`src/rtl/sfs_pkg.sv`:
```
// ----------------------------------------------------------------------------
// sfs_pkg: shared types and constants of the sprite frame sequencer
// Command and phase codes, register indexes, widths and the sequencer states.
// ----------------------------------------------------------------------------
package sfs_pkg;

  // Command codes carried in the input tuser field.
  localparam logic [2:0] FuncTick    = 3'd0;
  localparam logic [2:0] FuncPlay    = 3'd1;
  localparam logic [2:0] FuncPause   = 3'd2;
  localparam logic [2:0] FuncRestart = 3'd3;
  localparam logic [2:0] FuncSetFrm  = 3'd4;
  localparam logic [2:0] FuncWrTable = 3'd5;

  // Event phase codes.
  localparam logic [2:0] PhBegan  = 3'd0;
  localparam logic [2:0] PhNext   = 3'd1;
  localparam logic [2:0] PhLoop   = 3'd2;
  localparam logic [2:0] PhBounce = 3'd3;
  localparam logic [2:0] PhEnded  = 3'd4;

  // Configuration register indexes.
  localparam logic [2:0] RegFrameCount = 3'd0;
  localparam logic [2:0] RegFirstSheet = 3'd1;
  localparam logic [2:0] RegUseTable   = 3'd2;
  localparam logic [2:0] RegLoopLimit  = 3'd3;
  localparam logic [2:0] RegBounce     = 3'd4;
  localparam logic [2:0] RegSeqTime    = 3'd5;
  localparam logic [2:0] RegTimeScale  = 3'd6;
  localparam logic [2:0] RegSheetCount = 3'd7;

  localparam int unsigned TableDepth = 64;
  localparam int unsigned TableAw    = $clog2(TableDepth);
  localparam int unsigned SheetW     = 16;

  // Divider operand widths: the widest dividend is elapsed * scale * frames.
  localparam int unsigned DivNumW = 60;
  localparam int unsigned DivDenW = 27;
  localparam int unsigned DivCntW = $clog2(DivNumW + 1);

  typedef enum logic [3:0] {
    S_IDLE,
    S_MUL1,
    S_MUL2,
    S_QSTART,
    S_QWAIT,
    S_WSTART,
    S_WWAIT,
    S_UPD,
    S_FSTART,
    S_FWAIT,
    S_FRD,
    S_FIN
  } state_e;

endpackage

```
`src/rtl/sfs_div.sv`:
```
// ----------------------------------------------------------------------------
// sfs_div: restoring divider, one quotient bit per cycle
// Gives quotient and remainder of an unsigned division once all DivNumW steps are through.
// ----------------------------------------------------------------------------
module sfs_div (
  input  logic                        clk_i,
  input  logic                        rst_ni,
  input  logic                        start_i,
  input  logic [sfs_pkg::DivNumW-1:0] num_i,
  input  logic [sfs_pkg::DivDenW-1:0] den_i,
  output logic                        done_o,
  output logic [sfs_pkg::DivNumW-1:0] quot_o,
  output logic [sfs_pkg::DivDenW-1:0] rem_o
);
  import sfs_pkg::*;

  logic               busy_q, done_q;
  logic [DivCntW-1:0] cnt_q;
  logic [DivNumW-1:0] quot_q;
  logic [DivDenW-1:0] rem_q, den_q;
  logic [DivDenW:0]   trial;
  logic               fits;

  // Shift in the next dividend bit and try to subtract the divisor.
  assign trial = {rem_q, quot_q[DivNumW-1]};
  assign fits  = trial >= {1'b0, den_q};

  always_ff @(posedge clk_i or negedge rst_ni) begin
    if (!rst_ni) begin
      busy_q <= 1'b0;
      done_q <= 1'b0;
      cnt_q  <= '0;
    end else if (start_i) begin
      busy_q <= 1'b1;
      done_q <= 1'b0;
      cnt_q  <= DivCntW'(DivNumW);
    end else if (busy_q) begin
      cnt_q <= cnt_q - 1'b1;
      if (cnt_q == DivCntW'(1)) begin
        busy_q <= 1'b0;
        done_q <= 1'b1;
      end
    end
  end

  always_ff @(posedge clk_i) begin
    if (start_i) begin
      quot_q <= num_i;
      rem_q  <= '0;
      den_q  <= den_i;
    end else if (busy_q) begin
      quot_q <= {quot_q[DivNumW-2:0], fits};
      rem_q  <= fits ? DivDenW'(trial - {1'b0, den_q}) : trial[DivDenW-1:0];
    end
  end

  assign done_o = done_q;
  assign quot_o = quot_q;
  assign rem_o  = rem_q;

endmodule

```
`config.mk`:
```
export PLATFORM = sky130hd
export DESIGN_NAME = sfs_div
export DESIGN_NICKNAME = d
export VERILOG_FILES = /design/src/rtl/sfs_pkg.sv /design/src/rtl/sfs_div.sv
export SDC_FILE = /design/constraint.sdc
export NUM_CORES = 1
export LEC_CHECK = 0
export ABC_AREA = 1
export BUFFER_PORTS_ARGS = -buffer_cell sky130_fd_sc_hd__buf_2
export CORE_ASPECT_RATIO = 1.1
export CORE_MARGIN = 2
export CORE_UTILIZATION = 55
export CTS_BUF_LIST = sky130_fd_sc_hd__clkbuf_8
export DETAILED_ROUTE_END_ITERATION = 6
export GPL_ROUTABILITY_DRIVEN = 1
export PLACE_DENSITY = 0.82
export REMOVE_ABC_BUFFERS = 1
export SLEW_MARGIN = 30
export SYNTH_ARGS = -nofsm -noshare
export SYNTH_HDL_FRONTEND = slang
export SYNTH_SLANG_ARGS = --single-unit
```
`constraint.sdc`:
```
create_clock -name clk_i -period 4.2 [get_ports clk_i]
set_input_delay 0.63 -clock clk_i [delete_from_list [all_inputs] [get_ports clk_i]]
set_output_delay 0.63 -clock clk_i [all_outputs]
set_load 0.01 [all_outputs]
```
==> flow_summary.toml <==
[status]
status = "finished, final reports clean"

[logic_synthesis]
yosysWarningCount = 0
yosys_register_bits = 122
avgSynthCellArea_um2 = 7.49
yosysUniqueCellTypes = 41
synth_area_um2 = 7320
ys_seq_area_share_pct = 45.8
postSynth.asyncResetShare_pct = 6.56
synth_edf_count = 87
synth_ff_type = "edfxtp_1"
syn_inst = 977

[global_route]
grt_max_degree = 64
grtUsageMet1_pct = 31.6
grt-busiest-layer = "met2"
grt.met3_usage_pct = 7.95
grt-ovfl-total = 0
antenna_found_initial = 0
grt.total_usage_pct = 26.8
met2_usage_pct = 46.3
grt_pass1_wl_um = 30200
first_global_vias = 6466

[floorplan]
die_x_um = 114
die-area_um2 = 14300
initial_core_util_pct = 55.9
fp.dieH_um = 125
ioPinCount = 178
fp-row-count = 44
core-area_um2 = 13100

[setup_path]
cp-end-kind = "flop"
worstSetupPathType = "flop to flop"
critPathRequiredTime_ns = 4.53
crit_fanout = 28
start_kind = "flop"
cp_data_arrival_time_ns = 3.00

[power_and_ir_drop]
seqPwrFrac_pct = 35.1
combPwrFrac_pct = 41.4
p_int_mw = 2.70
power.clock.fraction_pct = 23.5
swShare_pct = 40.6
switchingPower_mw = 1.85
leakage_nw = 4.85
ir_drop_v = 0.000240
power_density_nw_per_um2 = 520

[placed_design]
dpl.hpwl_um = 13600
pre_cts_ws_ns = 1.55
placed_cell_area_um2 = 8350
portBuffers = 177
gp_congestion = 0.957
dp_cells = 1296

[clock_network]
clk_latency_ns = 0.45
htreeDepth = 4
cts_num_sinks = 122
cts_tree = "done"
path_clk_slew_ns = 0.08
cts_buffers = 17
cts-root-buf = "clkbuf_8"
clock_path_buffers = 2

[timing]
hold_viol = 0
fmax_mhz = 374
timing.final.ws_setup_ns = 1.52
timing.final.crit_share_pct = 63.7
rsz0062_at_grt = "no"
post-route-min-period_ns = 2.68
fin_skew_ns = 0.0164
maxSlewHeadroom_pct = 47.5
hold_ws_ns = 0.349
tightest_slew_ns = 0.787
tns_ns = 0
slew_viol_final = 0
finalSetupViolCount = 0

[final_layout]
drive_gt1_share_pct = 21.7
stdcell_area_um2 = 8760
antenna_cells = 0
area_delta_synth_final_pct = 19.6
nNetsFinal = 1275
final_cells = 1329
n_fill_cell = 1198

[drt]
drtIter0Drc = 321
wl_um = 18400
vias_per_cell = 5.05
ant_nets = 0
vias = 6713
drc = 0
routedWlPerCell_um = 13.9
first_pass_iters = 5

[job]
drv_cap = 0

[hold_path]
hp-class = "input port to flop"
-- synthesized netlist by cell type, types with 12 or more instances --
library cell	n	area, um^2
edfxtp_1	87	2610
a21oi_1	14	70.1
inv_1	167	627
clkbuf_1	20	75.1
nand3_2	12	120
o21ai_0	13	65.1
nand4_1	34	213
nand3_1	45	225
xnor2_1	12	105
ha_1	29	363
dfxtp_1	27	541
nand2_1	426	1600
nor2_1	33	124
-- cell usage in the layout (no fill, tap or decap), types with 13 or more instances in the layout --
cell / netlist / layout
a21oi_1: 14 / 14
nand3_1: 45 / 45
edfxtp_1: 87 / 87
ha_1: 29 / 29
inv_1: 167 / 167
dfxtp_1: 27 / 27
nand4_1: 34 / 34
nor2_1: 33 / 32
buf_2: 4 / 176
o21ai_0: 13 / 13
nand2_1: 426 / 426
clkbuf_8: 0 / 17
-- final timing paths --
check / startpoint / to / slack (ns) / cells after the start
setup / recovery: quot_o[59] / rem_o[12] / 1.52 / 13
hold / removal: den_i[1] / den_q[1] / 0.35 / 1
setup reg to reg: quot_o[59] / rem_o[12] / 1.52 / 13
hold reg to reg: rem_o[24] / rem_o[24] / 0.49 / 2
max in group asynchronous: rst_ni / cnt_q[0] / 3.46 / 2
min in group asynchronous: rst_ni / done_o / 0.56 / 2
-- cell families (layout without fill, tap and decap cells) --
| logic type | Yosys count | after routing | share of synthesized area (%) |
|---|---|---|---|
| compound gates | 38 | 38 | 2.97 |
| xor+xnor | 13 | 13 | 1.56 |
| fa+ha+maj | 30 | 30 | 5.23 |
| buf+inv | 200 | 391 | 10.5 |
| flops | 122 | 122 | 45.8 |
| simple gates | 574 | 574 | 33.9 |
-- layer usage --
layer,part of all wire [%],routed length [um],vias to the layer above
li1,-,-,3411
met1,41,7560,3046
met2,49,9080,227
met3,7.7,1420,29
met4,1.9,354,0
met5,0,0,-
-- stage by stage --
stage / power (mW) / utilization [%]
2_1_floorplan: 2.93 / -
3_3_place_gp: 3.46 / 63.7
3_5_place_dp: 3.49 / 63.7
4_1_cts: 4.57 / 66.8
5_1_grt: 4.88 / 66.8
6_report: 4.55 / 66.8
-- sequential cells by signal, indices dropped and copies added (netlist names) --
| name | cells |
|---|---|
| den_q | 27 |
| quot_o | 60 |
| rem_o | 27 |
| done_o | 1 |
| cnt_q | 6 |
| busy_q | 1 |
-- power groups by stage --
stage          registers [mW]  logic, mW  clock network, mW
6_report                 1.60       1.89               1.07
5_1_grt                  1.62       2.12               1.14
4_1_cts                  1.60       1.88               1.09
3_5_place_dp             1.62       1.86                  0
3_3_place_gp             1.62       1.84                  0
2_1_floorplan            1.67       1.26                  0
-- final cells by class --
| class | count | area, um^2 | share of cell area (%) |
|---|---|---|---|
| Tap cell | 161 | 201 | 2.30 |
| Timing Repair Buffer | 185 | 951 | 10.9 |
| Multi-Input combinational cell | 655 | 3200 | 36.5 |
| Inverter | 174 | 653 | 7.46 |
| Clock inverter | 15 | 164 | 1.87 |
| Sequential cell | 122 | 3350 | 38.3 |
| Clock buffer | 17 | 234 | 2.67 |
-- worst max-delay path, cell delays in order, from the launching register on --
cell and delay, ns:
edfxtp_1 0.35, inv_1 0.06, ha_1 0.22, fa_1 0.40, inv_1 0.10, nand3_1 0.07, nand2_1 0.17, nand2_1 0.09
nand3_2 0.11, nand2_4 0.23, nand3_4 0.45, nand2_1 0.13, nand3_1 0.09, o21ai_1 0.07
-- repair_timing --
| item | 4_1_cts | 5_1_grt |
|---|---|---|
| endpoints found under the hold margin | 8 | 0 |
| hold buffers | 1 | 0 |
| setup buffers | 0 | 0 |
| gates resized for setup | 0 | 0 |
Note: power is estimated with default switching activity, not from simulation.
