**config.mk**
```make
export PLATFORM = sky130hd
export DESIGN_NAME = sfs_ram
export DESIGN_NICKNAME = d
export VERILOG_FILES = /design/src/rtl/sfs_ram.sv
export SDC_FILE = /design/constraint.sdc
export NUM_CORES = 1
export LEC_CHECK = 0
export ABC_CLOCK_PERIOD_IN_PS = 4500
export CAP_MARGIN = 20
export CORE_MARGIN = 1
export CORE_UTILIZATION = 25
export CTS_BUF_LIST = sky130_fd_sc_hd__clkbuf_4 sky130_fd_sc_hd__clkbuf_8
export DETAILED_ROUTE_END_ITERATION = 8
export DONT_BUFFER_PORTS = 1
export HOLD_SLACK_MARGIN = 0.05
export SYNTH_ARGS = -nofsm -noshare
export SYNTH_HDL_FRONTEND = slang
export SYNTH_SLANG_ARGS = --single-unit
```
**constraint.sdc**
```tcl
create_clock -name clk_i -period 4.5 [get_ports clk_i]
set_clock_uncertainty 0.1 [all_clocks]
set_input_delay 0.45 -clock clk_i [delete_from_list [all_inputs] [get_ports clk_i]]
set_output_delay 0.45 -clock clk_i [all_outputs]
set_load 0.03 [all_outputs]
```
**src/rtl/sfs_ram.sv**
```systemverilog
// ----------------------------------------------------------------------------
// sfs_ram: generic simple dual-port RAM
// One write port and one read port, read data registered.
// ----------------------------------------------------------------------------
module sfs_ram #(
  parameter int unsigned Width = 16,
  parameter int unsigned Depth = 64
) (
  input  logic                     clk_i,
  input  logic                     we_i,
  input  logic [$clog2(Depth)-1:0] waddr_i,
  input  logic [Width-1:0]         wdata_i,
  input  logic [$clog2(Depth)-1:0] raddr_i,
  output logic [Width-1:0]         rdata_o
);

  logic [Width-1:0] mem_q [Depth];

  always_ff @(posedge clk_i) begin
    if (we_i) begin
      mem_q[waddr_i] <= wdata_i;
    end
    rdata_o <= mem_q[raddr_i];
  end

endmodule

```
==> flow_summary.json, run 1 <==
{
  "outcome": "finished, final reports clean",
  "die_h_um": 402,
  "yosysTopAreaCell": "edfxtp_1",
  "place_congestion": 0.782,
  "vias": 19400,
  "yosysWarnings": 0,
  "worst_slew_pin_slew_ns": 1.07,
  "timing.final.crit_share": 0.673,
  "clock-root-buffer": "clkbuf_8",
  "wl_um": 99200,
  "cts_buffers": 167,
  "synth-seq-area-share": 0.776,
  "met3_usage": 0.0325,
  "setup_slack_ns": 1.47,
  "synthArstFlopShare": 0,
  "setup_viol": 0,
  "drc": 0,
  "crit_path_max_fanout": 1,
  "gr-usage-met2": 0.190,
  "detail-route-antenna-nets": 0,
  "wl_per_cell_um": 23.4,
  "grt_max_degree": 261,
  "initial_utilization": 0.252,
  "hold_end": "mem_q[52][9]",
  "cts.clk_slew.worst_paths_ns": 0.06,
  "regToRegEndpoint": "rdata_o[3]",
  "die_w_um": 402,
  "grt_use_total": 0.121,
  "area_growth_pct": 16.4,
  "slew_headroom": 0.285,
  "htree_levels": 4,
  "ir_drop_v": 0.000281,
  "critPathRequiredTime_ns": 5.11,
  "syn_area_um2": 40000,
  "rsz0062_at_grt": "false",
  "die_area_um2": 162000,
  "min_from": "waddr_i[5]",
  "reg2reg_depth": 7,
  "critPathKind": "reg -> reg",
  "synth_cell_types": 43,
  "viasPerCell": 4.58,
  "synth-seq-cells": 1040,
  "preCtsSetupSlack_ns": 1.76,
  "clk_path_buf_depth": 3,
  "grt_pass1_vias": 19400,
  "std_cell_rows": 146,
  "ys.flop_type": "edfxtp_1",
  "power_density_nw_per_um2": 421,
  "synth_top_area_frac": 0.768,
  "hpwl_um": 53900,
  "hold_violations": 0,
  "arrival_ns": 3.64,
  "r2r_slack_ns": 1.47,
  "rr_startpoint": "mem_q[22][3]",
  "drt_iter0_drc": 2303,
  "report.final.slew_viol_count": 0,
  "grt.overflow.total": 0,
  "endpoint_kind": "register",
  "final_nets": 2047,
  "p_leak_nw": 14.4,
  "io_buffers": 0,
  "grt_busiest_layer": "met2",
  "finalSetupTns_ns": 0,
  "layout-drive-gt1-share": 0.287,
  "first_pass_iters": 8,
  "gr-usage-met1": 0.164,
  "ctsResizeCount": 0,
  "period_minus_slack_ns": 3.03,
  "fmax_mhz": 330,
  "ys_top_cells_by_area": "edfxtp_1 (77%), mux4_2 (12%), mux2i_1 (2.1%)",
  "cts_tree": "done",
  "cap_violations": 0,
  "yosysMostFrequentCell": "edfxtp_1",
  "dpl_cell_area_um2": 42500,
  "synth_edf_count": 1024,
  "syn_avg_cell_area_um2": 21.9,
  "worstSetupStartpointType": "register",
  "synthTopCellsByCount": "edfxtp_1 (1024), mux4_2 (220), mux2i_1 (85)",
  "synthCells": 1829,
  "final_cell_area_um2": 46600,
  "clk-insertion-delay-late_ns": 0.83,
  "io_pins": 46,
  "hold_depth": 3,
  "clock_sinks": 1040,
  "hp-class": "in -> reg",
  "synthesis.nets": 1859,
  "core-area_um2": 159000,
  "grt_pass1_wl_um": 142000,
  "antenna_found_initial": 10
}
-- worst max path at each step --
stage            startpoint           end
6_report       mem_q[22][3]    rdata_o[3]
5_1_grt         mem_q[7][3]    rdata_o[3]
3_5_place_dp           we_i  mem_q[26][7]
2_1_floorplan    waddr_i[3]  mem_q[48][0]
3_3_place_gp           we_i  mem_q[26][5]
4_1_cts         mem_q[7][3]    rdata_o[3]
-- area by class of cell --
class	count	area, um2
diodes	8	20.0
clock buffers	228	2780
clock inverters	81	533
fillers	15400	112000
multi-input cells	685	8270
flip-flops and latches	1040	31100
well taps	2072	2590
repair buffers	123	1330
-- per-stage QoR --
step                total power (W)   util  hold WS [ns]  std cells
finish                       0.0196  0.294         0.131       4237
global route                 0.0202  0.294        0.0821       4235
CTS                          0.0198  0.293        0.0512       4229
detailed placement           0.0116  0.268         0.455       3872
global placement             0.0116  0.268         0.457       3872
floorplan                    0.0115      -         0.449       1829
-- metal layers --
metal | up-vias | share of wire
li1 | 8110 | -
met1 | 10300 | 0.42
met2 | 824 | 0.47
met5 | - | 0.00014
met3 | 137 | 0.085
met4 | 2 | 0.020
-- timing repair --
item                                   4_1_cts  5_1_grt
buffers inserted                             0        0
hold buffers                                48        0
endpoints found under the hold margin     1187        0
-- sequential cells by signal, indices dropped and copies added (netlist names) --
name	cells
mem_q	1024
rdata_o	16
-- cells by family after synthesis --
kind of cell / synth area share
buffers and inverters: 0.0183
AOI/OAI and AO/OA: 0.0241
DFF: 0.776
and+or+nand+nor: 0.0265
muxes: 0.155
-- report_power, final --
| part | leakage, nW | internal [W] | total (W) | switching (W) |
|---|---|---|---|---|
| sequential | 9.35 | 0.0107 | 0.0108 | 0.0000919 |
| combinational | 3.34 | 0.000363 | 0.000824 | 0.000461 |
| clock | 1.76 | 0.00423 | 0.00799 | 0.00375 |
| total | 14.4 | 0.0153 | 0.0196 | 0.00431 |
-- placed cells by master (no fill, tap or decap), drive strengths merged, types with 2 or more instances in the layout --
cell / count
o21ai: 8
dfxtp: 16
nor2b: 30
a221oi: 16
a22o: 6
dlygate4sd3: 31
a21oi: 17
clkinvlp: 2
nand2: 60
clkinv: 67
nand3: 24
nand4: 12
mux2: 27
diode: 8
nand3b: 2
a311oi: 8
a31oi: 8
clkbuf: 228
buf: 92
a41oi: 5
bufinv: 3
a221o: 6
and4: 5
nor2: 74
nand2b: 3
a211o: 8
edfxtp: 1024
nor3: 2
and2: 2
a211oi: 8
mux2i: 85
inv: 9
a22oi: 39
nor4: 3
mux4: 224
-- critical path, cell delays in order, from the launching register on --
cell           delay, ns
edfxtp_1            0.36
mux4_2              0.46
mux2i_1             0.26
a22oi_1             0.23
a31oi_1             0.28
dlygate4sd3_1       0.61
a311oi_1            0.06
dlygate4sd3_1       0.57
Power figures use the tool's default switching activity.
==> run 2: changes to the inputs <==
--- a/config.mk
+++ b/config.mk
@@ -5,7 +5,7 @@
 export SDC_FILE = /design/constraint.sdc
 export NUM_CORES = 1
 export LEC_CHECK = 0
-export ABC_CLOCK_PERIOD_IN_PS = 4500
+export ABC_CLOCK_PERIOD_IN_PS = 2800
 export CAP_MARGIN = 20
 export CORE_MARGIN = 1
 export CORE_UTILIZATION = 25
==> constraint.sdc (replaced) <==
create_clock -name clk_i -period 2.8 [get_ports clk_i]
set_clock_uncertainty 0.1 [all_clocks]
set_input_delay 0.28 -clock clk_i [delete_from_list [all_inputs] [get_ports clk_i]]
set_output_delay 0.28 -clock clk_i [all_outputs]
set_load 0.03 [all_outputs]
==> flow_summary.json, run 2 (synthesized netlist as in run 1, its figures left out) <==
{
  "fmax_mhz": 370,
  "htree_levels": 4,
  "die_area_um2": 162000,
  "vias": 19700,
  "final_common_cell": "edfxtp_1",
  "outcome": "finished, final reports clean",
  "wl_per_cell_um": 23.8,
  "hold_violations": 0,
  "worst_slew_pin_slew_ns": 1.03,
  "drt_iter0_drc": 2128,
  "grt_pass1_wl_um": 146000,
  "drc": 0,
  "cts_buffers": 162,
  "critPathKind": "reg -> reg",
  "detail-route-antenna-nets": 0,
  "wl_met1_um": 44300,
  "grt_use_total": 0.124,
  "arrival_ns": 3.30,
  "io_pins": 46,
  "clk_path_buf_depth": 3,
  "hp-class": "in -> reg",
  "top_layer_used": "met5",
  "die_w_um": 402,
  "p_total_w": 0.0311,
  "die_h_um": 402,
  "finalSetupTns_ns": 0,
  "clk-insertion-delay-late_ns": 0.82,
  "grt_max_degree": 261,
  "period_minus_slack_ns": 2.70,
  "cts_tree": "done",
  "first_pass_iters": 5,
  "dr_wl_met3_um": 8900,
  "route.met2.wl_um": 46100,
  "final_nets": 2085,
  "reg_top3": "mem_q: 1024 flops, rdata_o: 16 flops",
  "ir_drop_v": 0.000443,
  "cts.clk_slew.worst_paths_ns": 0.06,
  "viasPerCell": 4.61,
  "area_growth_pct": 16.7,
  "std_cell_rows": 146,
  "post_cts_buffers": 0,
  "p_leak_nw": 14.6,
  "final_cell_mix": "edfxtp_1 (1024), mux4_2 (220), clkbuf_8 (167), buf_4 (110), mux2i_1 (85)",
  "multi_input_area_um2": 8260,
  "power_density_nw_per_um2": 666,
  "setup_viol": 0,
  "timing.final.crit_share": 0.965,
  "slew_headroom": 0.315,
  "io_buffers": 0,
  "dpl_cell_area_um2": 42700,
  "worstSetupStartpointType": "register",
  "critPathRequiredTime_ns": 3.40,
  "crit_path_max_fanout": 1,
  "endpoint_kind": "register",
  "clock_sinks": 1040,
  "report.final.slew_viol_count": 0,
  "n_fill_cell": 15300,
  "rsz0062_at_grt": "false",
  "layout-drive-gt1-share": 0.291,
  "hpwl_um": 54900,
  "final_cell_area_um2": 46700,
  "placed_cells": 3907,
  "grt.overflow.total": 0,
  "antenna_found_initial": 11,
  "cap_violations": 0,
  "clock-root-buffer": "clkbuf_8",
  "fin_util": 0.294,
  "grt_pass1_vias": 19700,
  "initial_utilization": 0.252,
  "core-area_um2": 159000,
  "regArea_um2": 31100,
  "largest_reg_flops": 1024,
  "place_congestion": 0.768,
  "wl_um": 102000,
  "top_register": "mem_q",
  "final_cells": 4263
}
## run 2: cell types whose count changed in the layout (fill, tap and decap cells not counted), moves of 2 or more
cell	delta
clkinv_8	-4
clkbuf_8	-4
clkbuf_4	+5
nor3_4	-2
diode_2	-3
dlygate4sd3_1	+7
clkinvlp_4	+3
clkinv_1	+2
nor3_2	+2
bufinv_16	-2
buf_4	+35
clkinv_2	-12
inv_8	-3
## run 2: routing by layer
metal  vias to the layer above  GRT usage
li1                       8174          -
met3                       158     0.0353
met5                         -          0
met4                        10     0.0385
met1                     10600      0.175
met2                       761      0.185
## run 2: cell type report
cell class	instances	share of cell area
well taps	2072	0.0555
clock buffers	229	0.0592
repair buffers	166	0.0361
multi-input cells	685	0.177
flip-flops and latches	1040	0.665
clock inverters	66	0.00739
diodes	5	0.000268
## run 2: path summary, 6_finish.rpt
path,startpoint,endpoint,slack [ns],cells after the start
max,mem_q[8][0],rdata_o[0],0.1,6
min,raddr_i[3],rdata_o[12],0.12,5
max reg2reg,mem_q[8][0],rdata_o[0],0.1,6
min reg2reg,mem_q[40][9],rdata_o[9],0.81,4
## run 2: power breakdown
group          internal (W)  switching (W)  total (W)
logic              0.000617       0.000774    0.00139
registers            0.0172       0.000155     0.0174
clock network       0.00647        0.00586     0.0123
## run 2: repair_timing
item / CTS / global route
setup endpoints to repair: 0 / 1
endpoints found under the hold margin: 1586 / 0
hold buffers: 57 / 0
resized for setup: 0 / 1
## run 2: per-stage QoR
step           worst slack, ns  hold WS [ns]
6_report                0.0978         0.115
5_1_grt                 0.0600        0.0895
4_1_cts                 0.0147        0.0506
3_5_place_dp             0.451         0.293
3_3_place_gp             0.387         0.292
2_1_floorplan            0.385         0.279
## run 2: critical path: stages (launching register included)
cell	delay (ns)
edfxtp_1	0.36
mux4_2	0.45
nor2b_1	0.16
a211o_1	0.31
a31oi_1	0.53
a311oi_1	0.10
dlygate4sd3_1	0.58
